### src/rtl/ckre_pkg.sv
package ckre_pkg;

   localparam int CsrIndexWidth = 3;
   localparam int CsrDataWidth  = 16;

   typedef enum logic [CsrIndexWidth-1:0] {
      CSR_KEY_COLOR     = 3'd0,
      CSR_DELTA_X       = 3'd1,
      CSR_DELTA_Y       = 3'd2,
      CSR_SOURCE_WIDTH  = 3'd3,
      CSR_SOURCE_HEIGHT = 3'd4,
      CSR_DEST_WIDTH    = 3'd5,
      CSR_DEST_HEIGHT   = 3'd6
   } csr_index_type;

   typedef struct packed {
      logic [15:0] key_color;
      logic [13:0] delta_x;
      logic [13:0] delta_y;
      logic [12:0] source_width;
      logic [12:0] source_height;
      logic [12:0] dest_width;
      logic [12:0] dest_height;
   } cfg_type;

   typedef struct packed {
      logic [15:0] pixel;
      logic [13:0] src_col;
      logic [13:0] src_row;
      logic        row_end;
   } item_type;

   typedef struct packed {
      logic [11:0] run_row;
      logic [11:0] run_left;
      logic [12:0] run_right;
   } run_type;

   typedef struct packed {
      logic        emit;
      logic        open_next;
      logic [11:0] start_next;
      run_type     run;
   } cls_type;

endpackage

### src/rtl/ckre_if.sv
interface ckre_req_if;
   logic        valid;
   logic        ready;
   logic [15:0] pixel;
   logic [13:0] src_col;
   logic [13:0] src_row;
   logic        row_end;

   modport source (output valid, pixel, src_col, src_row, row_end, input ready);
   modport sink   (input valid, pixel, src_col, src_row, row_end, output ready);
endinterface

interface ckre_rsp_if;
   logic        valid;
   logic        ready;
   logic [11:0] run_row;
   logic [11:0] run_left;
   logic [12:0] run_right;

   modport source (output valid, run_row, run_left, run_right, input ready);
   modport sink   (input valid, run_row, run_left, run_right, output ready);
endinterface

interface ckre_csr_if;
   import ckre_pkg::*;
   logic                     valid;
   logic                     ready;
   logic [CsrIndexWidth-1:0] index;
   logic [CsrDataWidth-1:0]  data;

   modport source (output valid, index, data, input ready);
   modport sink   (input valid, index, data, output ready);
endinterface

### src/rtl/ckre_csr.sv
module ckre_csr #(
   parameter int MAX_DIM = 4096
) (
   input  logic              clock,
   input  logic              reset,
   ckre_csr_if.sink          csr_chan,
   output ckre_pkg::cfg_type cfg
);
   import ckre_pkg::*;

   localparam logic [13:0] MaxDim = 14'(MAX_DIM);

   cfg_type cfg_ff;
   cfg_type cfg_in;

   function automatic logic [12:0] cap_dim(input logic [12:0] v);
      logic [12:0] r;
      r = ({1'b0, v} > MaxDim) ? MaxDim[12:0] : v;
      return r;
   endfunction

   assign csr_chan.ready = 1'b1;
   assign cfg            = cfg_ff;

   always_comb begin
      cfg_in = cfg_ff;
      if (csr_chan.valid) begin
         unique case (csr_index_type'(csr_chan.index))
            CSR_KEY_COLOR:     cfg_in.key_color     = csr_chan.data;
            CSR_DELTA_X:       cfg_in.delta_x       = csr_chan.data[13:0];
            CSR_DELTA_Y:       cfg_in.delta_y       = csr_chan.data[13:0];
            CSR_SOURCE_WIDTH:  cfg_in.source_width  = cap_dim(csr_chan.data[12:0]);
            CSR_SOURCE_HEIGHT: cfg_in.source_height = cap_dim(csr_chan.data[12:0]);
            CSR_DEST_WIDTH:    cfg_in.dest_width    = cap_dim(csr_chan.data[12:0]);
            CSR_DEST_HEIGHT:   cfg_in.dest_height   = cap_dim(csr_chan.data[12:0]);
            default:           cfg_in = cfg_ff;
         endcase
      end
   end

   always_ff @(posedge clock) begin
      if (reset) begin
         cfg_ff.key_color     <= '0;
         cfg_ff.delta_x       <= '0;
         cfg_ff.delta_y       <= '0;
         cfg_ff.source_width  <= 13'd1;
         cfg_ff.source_height <= 13'd1;
         cfg_ff.dest_width    <= 13'd1;
         cfg_ff.dest_height   <= 13'd1;
      end else begin
         cfg_ff <= cfg_in;
      end
   end

endmodule

### src/rtl/ckre_classify.sv
module ckre_classify (
   input  ckre_pkg::item_type item,
   input  ckre_pkg::cfg_type  cfg,
   input  logic               run_open,
   input  logic [11:0]        run_start,
   output ckre_pkg::cls_type  cls
);
   import ckre_pkg::*;

   logic [14:0] dcol;
   logic [14:0] drow;
   logic [15:0] dcol_inc;
   logic        row_ok;
   logic        opaque;
   logic        close_run;
   logic        open_after;
   logic        flush;

   function automatic logic [12:0] clamp_right(input logic [15:0] r, input logic [12:0] dw);
      logic [12:0] c;
      if (r[15]) begin
         c = '0;
      end else if (r[14:0] > {2'b00, dw}) begin
         c = dw;
      end else begin
         c = r[12:0];
      end
      return c;
   endfunction

   assign dcol     = {item.src_col[13], item.src_col} + {cfg.delta_x[13], cfg.delta_x};
   assign drow     = {item.src_row[13], item.src_row} + {cfg.delta_y[13], cfg.delta_y};
   assign dcol_inc = {dcol[14], dcol} + 16'd1;

   assign row_ok = !item.src_row[13] && (item.src_row[12:0] < cfg.source_height) &&
                   !drow[14] && (drow[13:0] < {1'b0, cfg.dest_height});

   assign opaque = !item.src_col[13] && (item.src_col[12:0] < cfg.source_width) &&
                   !dcol[14] && (dcol[13:0] < {1'b0, cfg.dest_width}) &&
                   (item.pixel != cfg.key_color);

   assign close_run  = row_ok && !opaque && run_open;
   assign open_after = row_ok && opaque;
   assign flush      = open_after && item.row_end;

   always_comb begin
      cls.emit          = close_run || flush;
      cls.open_next     = open_after && !item.row_end;
      cls.start_next    = (opaque && !run_open) ? dcol[11:0] : run_start;
      cls.run.run_row   = drow[11:0];
      cls.run.run_left  = cls.start_next;
      cls.run.run_right = flush ? clamp_right(dcol_inc, cfg.dest_width)
                                : clamp_right({dcol[14], dcol}, cfg.dest_width);
   end

endmodule

### src/rtl/color_key_opaque_run_extractor_unit.sv
// Colour-key opaque run extractor.
// req_chan takes one source pixel per beat in raster order with its source
// column, source row and an end-of-row mark. rsp_chan gives one beat per
// finished opaque run: destination row, first column and exclusive right end.
// csr_chan writes the key colour, the blit offsets and the surface sizes by
// register index; it is always ready. The user must write it only while no
// pixel is in flight; the block itself does not enforce this.
// Throughput: one pixel per cycle while rsp_chan is not stalled. A pixel sits
// in the input register, its run decision is made there, and the run lands in
// the output register, from which rsp_chan offers it.
// When rsp_chan stalls, the output register holds the run; one more pixel is
// taken into the input register and req_chan.ready then drops until the
// output register drains.
// Reset clears the open run, empties both registers and loads the register
// defaults: key colour zero, offsets zero, all surface sizes one.
module color_key_opaque_run_extractor_unit #(
   parameter int MAX_DIM = 4096
) (
   input logic      clock,
   input logic      reset,
   ckre_req_if.sink req_chan,
   ckre_rsp_if.source rsp_chan,
   ckre_csr_if.sink csr_chan
);
   import ckre_pkg::*;

   cfg_type     cfg;
   cls_type     cls;

   logic        item_valid_ff;
   logic        item_valid_in;
   item_type    item_ff;
   item_type    item_in;
   logic        run_open_ff;
   logic        run_open_in;
   logic [11:0] run_start_ff;
   logic [11:0] run_start_in;
   logic        out_valid_ff;
   logic        out_valid_in;
   run_type     out_ff;
   run_type     out_in;

   logic        advance;
   logic        accept;

   ckre_csr #(
      .MAX_DIM (MAX_DIM)
   ) u_csr (
      .clock    (clock),
      .reset    (reset),
      .csr_chan (csr_chan),
      .cfg      (cfg)
   );

   ckre_classify u_classify (
      .item      (item_ff),
      .cfg       (cfg),
      .run_open  (run_open_ff),
      .run_start (run_start_ff),
      .cls       (cls)
   );

   assign advance        = item_valid_ff && (!out_valid_ff || rsp_chan.ready);
   assign req_chan.ready = !item_valid_ff || advance;
   assign accept         = req_chan.valid && req_chan.ready;

   assign rsp_chan.valid     = out_valid_ff;
   assign rsp_chan.run_row   = out_ff.run_row;
   assign rsp_chan.run_left  = out_ff.run_left;
   assign rsp_chan.run_right = out_ff.run_right;

   always_comb begin
      item_valid_in = item_valid_ff;
      item_in       = item_ff;
      run_open_in   = run_open_ff;
      run_start_in  = run_start_ff;
      out_valid_in  = out_valid_ff && !rsp_chan.ready;
      out_in        = out_ff;
      if (advance) begin
         item_valid_in = 1'b0;
         run_open_in   = cls.open_next;
         run_start_in  = cls.start_next;
         if (cls.emit) begin
            out_valid_in = 1'b1;
            out_in       = cls.run;
         end
      end
      if (accept) begin
         item_valid_in   = 1'b1;
         item_in.pixel   = req_chan.pixel;
         item_in.src_col = req_chan.src_col;
         item_in.src_row = req_chan.src_row;
         item_in.row_end = req_chan.row_end;
      end
   end

   always_ff @(posedge clock) begin
      if (reset) begin
         item_valid_ff <= 1'b0;
         run_open_ff   <= 1'b0;
         run_start_ff  <= '0;
         out_valid_ff  <= 1'b0;
      end else begin
         item_valid_ff <= item_valid_in;
         run_open_ff   <= run_open_in;
         run_start_ff  <= run_start_in;
         out_valid_ff  <= out_valid_in;
      end
   end

   always_ff @(posedge clock) begin
      item_ff <= item_in;
      out_ff  <= out_in;
   end

endmodule

### src/flat_wrapper.sv
// flat-port wrapper written by rule: the top's interface ports become plain ports
module color_key_opaque_run_extractor_unit_flat import ckre_pkg::*;
#(
   parameter int MAX_DIM = 4096
)
  (clock, reset, req_chan_valid, req_chan_pixel, req_chan_src_col, req_chan_src_row, req_chan_row_end, req_chan_ready, rsp_chan_valid, rsp_chan_run_row, rsp_chan_run_left, rsp_chan_run_right, rsp_chan_ready, csr_chan_valid, csr_chan_index, csr_chan_data, csr_chan_ready);
  ckre_req_if req_chan_i ();
  ckre_rsp_if rsp_chan_i ();
  ckre_csr_if csr_chan_i ();
  input logic clock;
  input logic reset;
  input wire logic [$bits(req_chan_i.valid)-1:0] req_chan_valid;
  input wire logic [$bits(req_chan_i.pixel)-1:0] req_chan_pixel;
  input wire logic [$bits(req_chan_i.src_col)-1:0] req_chan_src_col;
  input wire logic [$bits(req_chan_i.src_row)-1:0] req_chan_src_row;
  input wire logic [$bits(req_chan_i.row_end)-1:0] req_chan_row_end;
  output wire logic [$bits(req_chan_i.ready)-1:0] req_chan_ready;
  output wire logic [$bits(rsp_chan_i.valid)-1:0] rsp_chan_valid;
  output wire logic [$bits(rsp_chan_i.run_row)-1:0] rsp_chan_run_row;
  output wire logic [$bits(rsp_chan_i.run_left)-1:0] rsp_chan_run_left;
  output wire logic [$bits(rsp_chan_i.run_right)-1:0] rsp_chan_run_right;
  input wire logic [$bits(rsp_chan_i.ready)-1:0] rsp_chan_ready;
  input wire logic [$bits(csr_chan_i.valid)-1:0] csr_chan_valid;
  input wire logic [$bits(csr_chan_i.index)-1:0] csr_chan_index;
  input wire logic [$bits(csr_chan_i.data)-1:0] csr_chan_data;
  output wire logic [$bits(csr_chan_i.ready)-1:0] csr_chan_ready;
  assign req_chan_i.valid = req_chan_valid;
  assign req_chan_i.pixel = req_chan_pixel;
  assign req_chan_i.src_col = req_chan_src_col;
  assign req_chan_i.src_row = req_chan_src_row;
  assign req_chan_i.row_end = req_chan_row_end;
  assign req_chan_ready = req_chan_i.ready;
  assign rsp_chan_valid = rsp_chan_i.valid;
  assign rsp_chan_run_row = rsp_chan_i.run_row;
  assign rsp_chan_run_left = rsp_chan_i.run_left;
  assign rsp_chan_run_right = rsp_chan_i.run_right;
  assign rsp_chan_i.ready = rsp_chan_ready;
  assign csr_chan_i.valid = csr_chan_valid;
  assign csr_chan_i.index = csr_chan_index;
  assign csr_chan_i.data = csr_chan_data;
  assign csr_chan_ready = csr_chan_i.ready;
  color_key_opaque_run_extractor_unit #(.MAX_DIM(MAX_DIM)) u_core (.clock(clock), .reset(reset), .req_chan(req_chan_i), .rsp_chan(rsp_chan_i), .csr_chan(csr_chan_i));
endmodule
### config.mk
export PLATFORM = sky130hd
export DESIGN_NAME = color_key_opaque_run_extractor_unit_flat
export DESIGN_NICKNAME = d
export VERILOG_FILES = /design/src/rtl/ckre_pkg.sv /design/src/rtl/ckre_if.sv /design/src/rtl/ckre_csr.sv /design/src/rtl/ckre_classify.sv /design/src/rtl/color_key_opaque_run_extractor_unit.sv /design/src/flat_wrapper.sv
export SDC_FILE = /design/constraint.sdc
export NUM_CORES = 1
export LEC_CHECK = 0
export BUFFER_PORTS_ARGS = -buffer_cell sky130_fd_sc_hd__buf_4
export CORE_MARGIN = 2
export CORE_UTILIZATION = 35
export CTS_BUF_LIST = sky130_fd_sc_hd__clkbuf_4
export DETAILED_ROUTE_END_ITERATION = 10
export PLACE_DENSITY = 0.55
export SLEW_MARGIN = 20
export SYNTH_ARGS = -nofsm -noshare
export SYNTH_HDL_FRONTEND = slang
export SYNTH_SLANG_ARGS = --single-unit
### constraint.sdc
create_clock -name clock -period 6 [get_ports clock]
set_input_delay 0.9 -clock clock [delete_from_list [all_inputs] [get_ports clock]]
set_output_delay 0.9 -clock clock [all_outputs]
set_load 0.05 [all_outputs]
Word level (Yosys, flattened, before mapping)

Index checks and enable logic that the tools add are counted.

Input bits: 69
Output and inout bits: 40
Bits in registers: 193

Equality and inequality tests: 7
$add $sub $neg: 3
$lt $le $gt $ge: 7
Reductions and logical operators: 39
Multiplexer cells: 11

Operators by type and width:

| operator                                               | count |
|---|---|
| two-way mux 13 bit                                     | 6 |
| adder 14 x 14 -> 15 bit                                | 2 |
| greater-than comparator 15 x 13 -> 1 bit               | 2 |
| < comparator 14 x 13 -> 1 bit                          | 2 |
| < comparator 13 bit                                    | 2 |
| adder 15 x 2 -> 16 bit (second input constant)         | 1 |
| logical AND 1 bit                                      | 16 |
| != test 16 bit                                         | 1 |
| AND reduction 2 bit                                    | 8 |
| greater-than comparator 13 bit (second input constant) | 1 |
| two-way mux 12 bit                                     | 1 |
| zero test 1 bit                                        | 10 |
| == test 3 bit (second input constant)                  | 3 |
| == test 3 x 2 -> 1 bit (second input constant)         | 2 |
| two-way mux 1 bit                                      | 4 |
| == test 3 x 1 -> 1 bit (second input constant)         | 1 |
| zero test 3 bit                                        | 1 |
| logical OR 1 bit                                       | 3 |
| nonzero test 2 bit                                     | 1 |

Depth between registers and ports, before layout

Word-level depth: 11
Gate-level depth with buffers: 21
Gate-level depth less buffers: 19

By module

A second synthesis with hierarchy kept.

Cell total of the unflattened synthesis: 1,138
Area total of the unflattened synthesis: 10,786.6 µm²

Modules (own cells, without submodules):

| module                              | instances | seq. area each (µm²) | area each (µm²) | cells an instance |
|---|---|---|---|---|
| ckre_classify                       | 1         | 0.0                  | 4,111.4         | 547 |
| ckre_csr                            | 1         | 1,921.8              | 3,518.4         | 440 |
| color_key_opaque_run_extractor_unit | 1         | 2,762.6              | 3,156.8         | 151 |

Least setup slack after synthesis

No wires, ideal clock.

Path kind: register to register
From: reg u_core.item_ff[15] (netlist bit)
To: reg u_core.out_ff (netlist bit u_core.rsp_chan.run_left[0]) (enable)
Clock period less this slack: 4.842 ns
Arrival time: 4.450 ns
Stages on the path, launching flop included: 18
Path buffers: 0
Setup slack: 1.158 ns
Data required time: 5.608 ns
Cell sequence: edfxtp_1 -> ha_1 -> fa_1 -> a21o_1 -> a221oi_2 -> o311ai_0 -> or3_1 -> nand2_1 -> inv_1 -> ha_1 -> nand3_1 -> nor2_1 -> a2111oi_0 -> a21oi_1 -> a211o_1 -> nor3_1 -> o21ai_0 -> inv_1

Cells in the longest elaborated chain, start to end: 10
Elaborated cells between the ends (all ways): 15
Classes of those cells: add/sub (1); order compare (2); reduce/logical (12)

Ends and longest elaborated chain:

| what                                                            | line                                       | source |
|---|---|---|
| start, declared                                                 | color_key_opaque_run_extractor_unit.sv:32  | `item_type item_ff;` |
| start signal, assigned                                          | color_key_opaque_run_extractor_unit.sv:112 | `item_ff <= item_in;` |
| branches (longest 3 deep; another with adder 14 x 14 -> 15 bit) | -                                          |  |
| logical AND 1 bit * (2 in a row)                                | ckre_classify.sv:39                        | `!dcol[14] && (dcol[13:0] < {1'b0, cfg.dest_width}) &&` |
| zero test 1 bit                                                 | ckre_classify.sv:42                        | `assign close_run = row_ok && !opaque && run_open;` |
| logical AND 1 bit (2 in a row)                                  | ckre_classify.sv:42                        |  |
| logical OR 1 bit *                                              | ckre_classify.sv:47                        | `cls.emit = close_run \|\| flush;` |
| AND reduction 2 bit (no line) *                                 | -                                          |  |
| end signal, assigned                                            | color_key_opaque_run_extractor_unit.sv:113 | `out_ff <= out_in;` |
| end, declared                                                   | color_key_opaque_run_extractor_unit.sv:40  | `run_type out_ff;` |

Mark *: on every way between the ends.
A chain may end at the register's enable or synchronous reset.

==> impl_metrics.ini <==
[worst_hold_path]
hp-class = primary input to flop
whs_endpoint = u_core.item_ff[4]
worstHoldStart = req_chan_src_row[3]
whs_path_depth = 1

[pwr]
switching_share_pct = 32.6
p_switching_uw = 887
power_uw = 2720
p_leak_uw = 0.00470
internal-power_uw = 1830
seq_power_share_pct = 53.1
vdd_drop_max_v = 0.000147
power.density_mw_per_mm2 = 223
combPwrFrac_pct = 16.9
pwr-share-clk_pct = 29.9

[setup_path]
setup.worst_path.end_class = flop
rrSetupSlack_ns = 0.70
worstReg2RegStart = u_core.item_ff[15]
worst_setup_path_start_kind = flop
cp_data_required_time_ns = 6.49
r2r_cells = 17
worst-setup-path-type = flop to flop
startpoint = u_core.item_ff[15]
r2r-end = u_core.run_start_ff[7]
crit_arrival_ns = 5.79
worst-path-max-fanout = 9

[cells_and_area]
post_route_cells_drive_above_1_share_pct = 15.2
syn2layout_area_growth_pct = 15.1
fin_util_pct = 41.0
num-nets-final = 1395

[logic_synthesis]
synth_edf_count = 82
synth_top_family_by_area = simple AND/OR/NAND/NOR gates
yosys.area_share.simple_pct = 17.3
synthFlopType = dfxtp_1
synth_compound_area_share_pct = 16.8
syn_area_per_cell_sq_um = 9.30
netlist_instances = 1139
synthAdderAreaFrac_pct = 11.1
syn_nets = 1301
ys_ff_latch = 193
syn-cell-area_sq_mm = 0.0106
ys_types = 70
synth-async-reset-ratio_pct = 0
synth_warnings = 0
yosysSeqAreaShare_pct = 44.2
synth_xor_area_share_pct = 3.63
synth.area.mux_share_pct = 2.30

[routing]
finalWirelength_um = 28500
firstDrtPassIters = 8
via_count = 8375
drt_iter0_drc = 642
ant_nets = 0
viasPerCell = 5.12
wl_per_cell_um = 17.4
drc = 0

[global_route]
gr-total-overflow = 0
grt_start_max_net_pins = 102
antenna_found_initial = 1
grt_pass1_wl_um = 44300
track_usage_pct = 18.3
grt_pass1_vias = 7963

[sta]
slew_headroom_pct = 33.5
tns_ns = 0
min_period_ns = 5.30
rsz0062_at_grt = no
fin_skew_ns = 0.0426
drv_slew = 0
finalCritPeriodShare_pct = 88.3
tightestPinTransition_ns = 0.994
hold_violations = 0
holdWs_ns = 0.438
setup_violations = 0
fmax_mhz = 189

[cts]
clk_latency_ns = 0.61
cts_resized = 0
holdBufCountCts = 0
cts_sinks = 193
cts_setup_buffers = 0
clkTransAtPathRegs_ns = 0.22
clk_path_buf_depth = 2
cts_buffers = 17
clockRootBuffer = clkbuf_4
cts_tree = yes
htreeDepth = 4

[floorplan]
dieArea_sq_mm = 0.0317
initial_core_util_pct = 35.6
core_area_sq_mm = 0.0297
row_count = 63
pin_count = 109
die_y_um = 178
die_w_um = 178

[flow_run]
cap_violations = 0

[status]
status = completed

[placed_design]
port-buffer-count = 107
hpwl_um = 21700
gp_congestion = 0.901
==> synthesized netlist by cell type (all sizes together), types with 3 or more instances <==
library cell    n  area (sq um)
a211o           8          70.1
and3            7          43.8
o21bai          3          22.5
ha             91          1140
nand2         225           845
o211ai         27           253
mux2           11           124
nor2b          21           131
inv            74           278
xor2           22           193
o21a           15           113
nor3           13          75.1
and4            4          35.0
buf            12          77.6
o31ai           4          43.8
and2            5          31.3
nor2           54           203
a21o           28           210
dfxtp         111          2220
a31oi           3          18.8
nand2b         12          75.1
a21oi         132           661
a211oi          6          50.1
a2111oi         4          53.8
o2111ai         4          35.0
edfxtp         82          2460
mux2i          12           120
clkbuf         35           133
nand4           9          56.3
nand3          17          85.1
nor4            7          65.1
o21ai          16          80.1
xnor2          21           191
or3            13          81.3
==> kinds of logic (layout without fill, tap and decap cells) <==
logic type / after synthesis / count (layout)
AO/OA/AOI/OAI: 267 / 267
adder cells (fa/ha/maj): 93 / 93
buffers and inverters: 121 / 228
other: 1 / 2
flip-flops: 193 / 193
AND/OR/NAND/NOR: 398 / 398
XOR/XNOR: 43 / 43
multiplexers: 23 / 23
==> worst max path at each step <==
stage                                         endpoint  slack [ns]  cells past startpoint
after floorplan            u_core.rsp_chan.run_left[0]        1.16                     17
after global placement    u_core.rsp_chan.run_right[9]        0.86                     17
after detailed placement  u_core.rsp_chan.run_right[9]        0.70                     17
after CTS                  u_core.rsp_chan.run_left[0]        0.67                     17
after global routing      u_core.rsp_chan.run_left[10]        0.15                     17
final                           u_core.run_start_ff[7]        0.70                     17
==> critical path, stage by stage, from the launching register on <==
cell	delay, ns
edfxtp_1	0.43
ha_1	0.24
fa_1	0.41
a21o_1	0.22
a221oi_2	0.43
nor3_1	0.10
a211oi_1	0.58
inv_1	0.21
ha_1	0.34
nand2_1	0.07
nor2_1	0.06
a2111oi_0	0.39
a21oi_1	0.18
a211o_1	0.32
nor3_2	0.40
buf_4	0.28
mux2_2	0.36
o21a_1	0.19
==> flip-flops by register name, summed over array words and instances, names as in the netlist, 12 cells and up <==
name                       cells
u_core.u_csr.cfg              96
u_core.item_ff                45
u_core.rsp_chan.run_right     13
u_core.rsp_chan.run_left      12
u_core.rsp_chan.run_row       12
u_core.run_start_ff           12
==> cell type report <==
cell class / instances / area, sq um
Fill cell: 2974 / 17500
Multi-Input combinational cell: 825 / 5430
Sequential cell: 193 / 4680
Timing Repair Buffer: 122 / 948
Tap cell: 390 / 488
Inverter: 74 / 278
Clock inverter: 15 / 231
Clock buffer: 17 / 128
Antenna cell: 1 / 2.50
==> metal layers <==
| metal | track usage (%) | vias to the layer above | routed length (um) |
|---|---|---|---|
| li1 | - | 4203 | - |
| met1 | 25.5 | 3926 | 13600 |
| met2 | 29.7 | 217 | 13100 |
| met3 | 2.60 | 29 | 1230 |
| met4 | 5.05 | 0 | 569 |
| met5 | 0 | - | 0 |
==> through the flow <==
stage	worst slack, ns	cell area (sq um)	cells
floorplan	1.16	10600	1139
global placement	0.863	11800	1603
detailed placement	0.701	11800	1603
CTS	0.667	12200	1635
global route	0.149	12200	1637
finish	0.701	12200	1637
==> power by group through the flow <==
stage / Clock [uW] / Sequential [uW] / Combinational (uW)
global route: 892 / 1450 / 514
detailed placement: 0 / 1470 / 457
CTS: 839 / 1440 / 459
floorplan: 0 / 1460 / 302
global placement: 0 / 1470 / 454
finish: 813 / 1440 / 460
==> placed cells by master (no fill, tap or decap), types with 4 or more instances in the layout <==
cell / synthesis / final
nor3_1: 11 / 11
o21a_1: 15 / 15
buf_4: 3 / 120
and2_1: 5 / 4
a21o_1: 28 / 28
nand2_1: 225 / 225
ha_1: 91 / 91
nor4_1: 5 / 5
dfxtp_1: 111 / 111
nor2b_1: 21 / 21
nand3_1: 17 / 17
inv_1: 74 / 74
and3_1: 7 / 7
nor2_1: 54 / 54
o211ai_2: 10 / 10
clkinv_8: 0 / 5
o211ai_1: 17 / 17
and4_1: 4 / 4
o2111ai_1: 4 / 4
inv_12: 0 / 5
a211o_1: 8 / 8
clkbuf_4: 0 / 17
or3_1: 13 / 13
edfxtp_1: 82 / 82
a211oi_1: 5 / 5
nand4_1: 9 / 9
xor2_1: 22 / 22
a21oi_1: 132 / 132
o21ai_0: 16 / 16
xnor2_1: 20 / 20
mux2i_1: 12 / 12
mux2_2: 10 / 10
nand2b_1: 12 / 12
No activity file was read; power rests on OpenSTA's default activity.
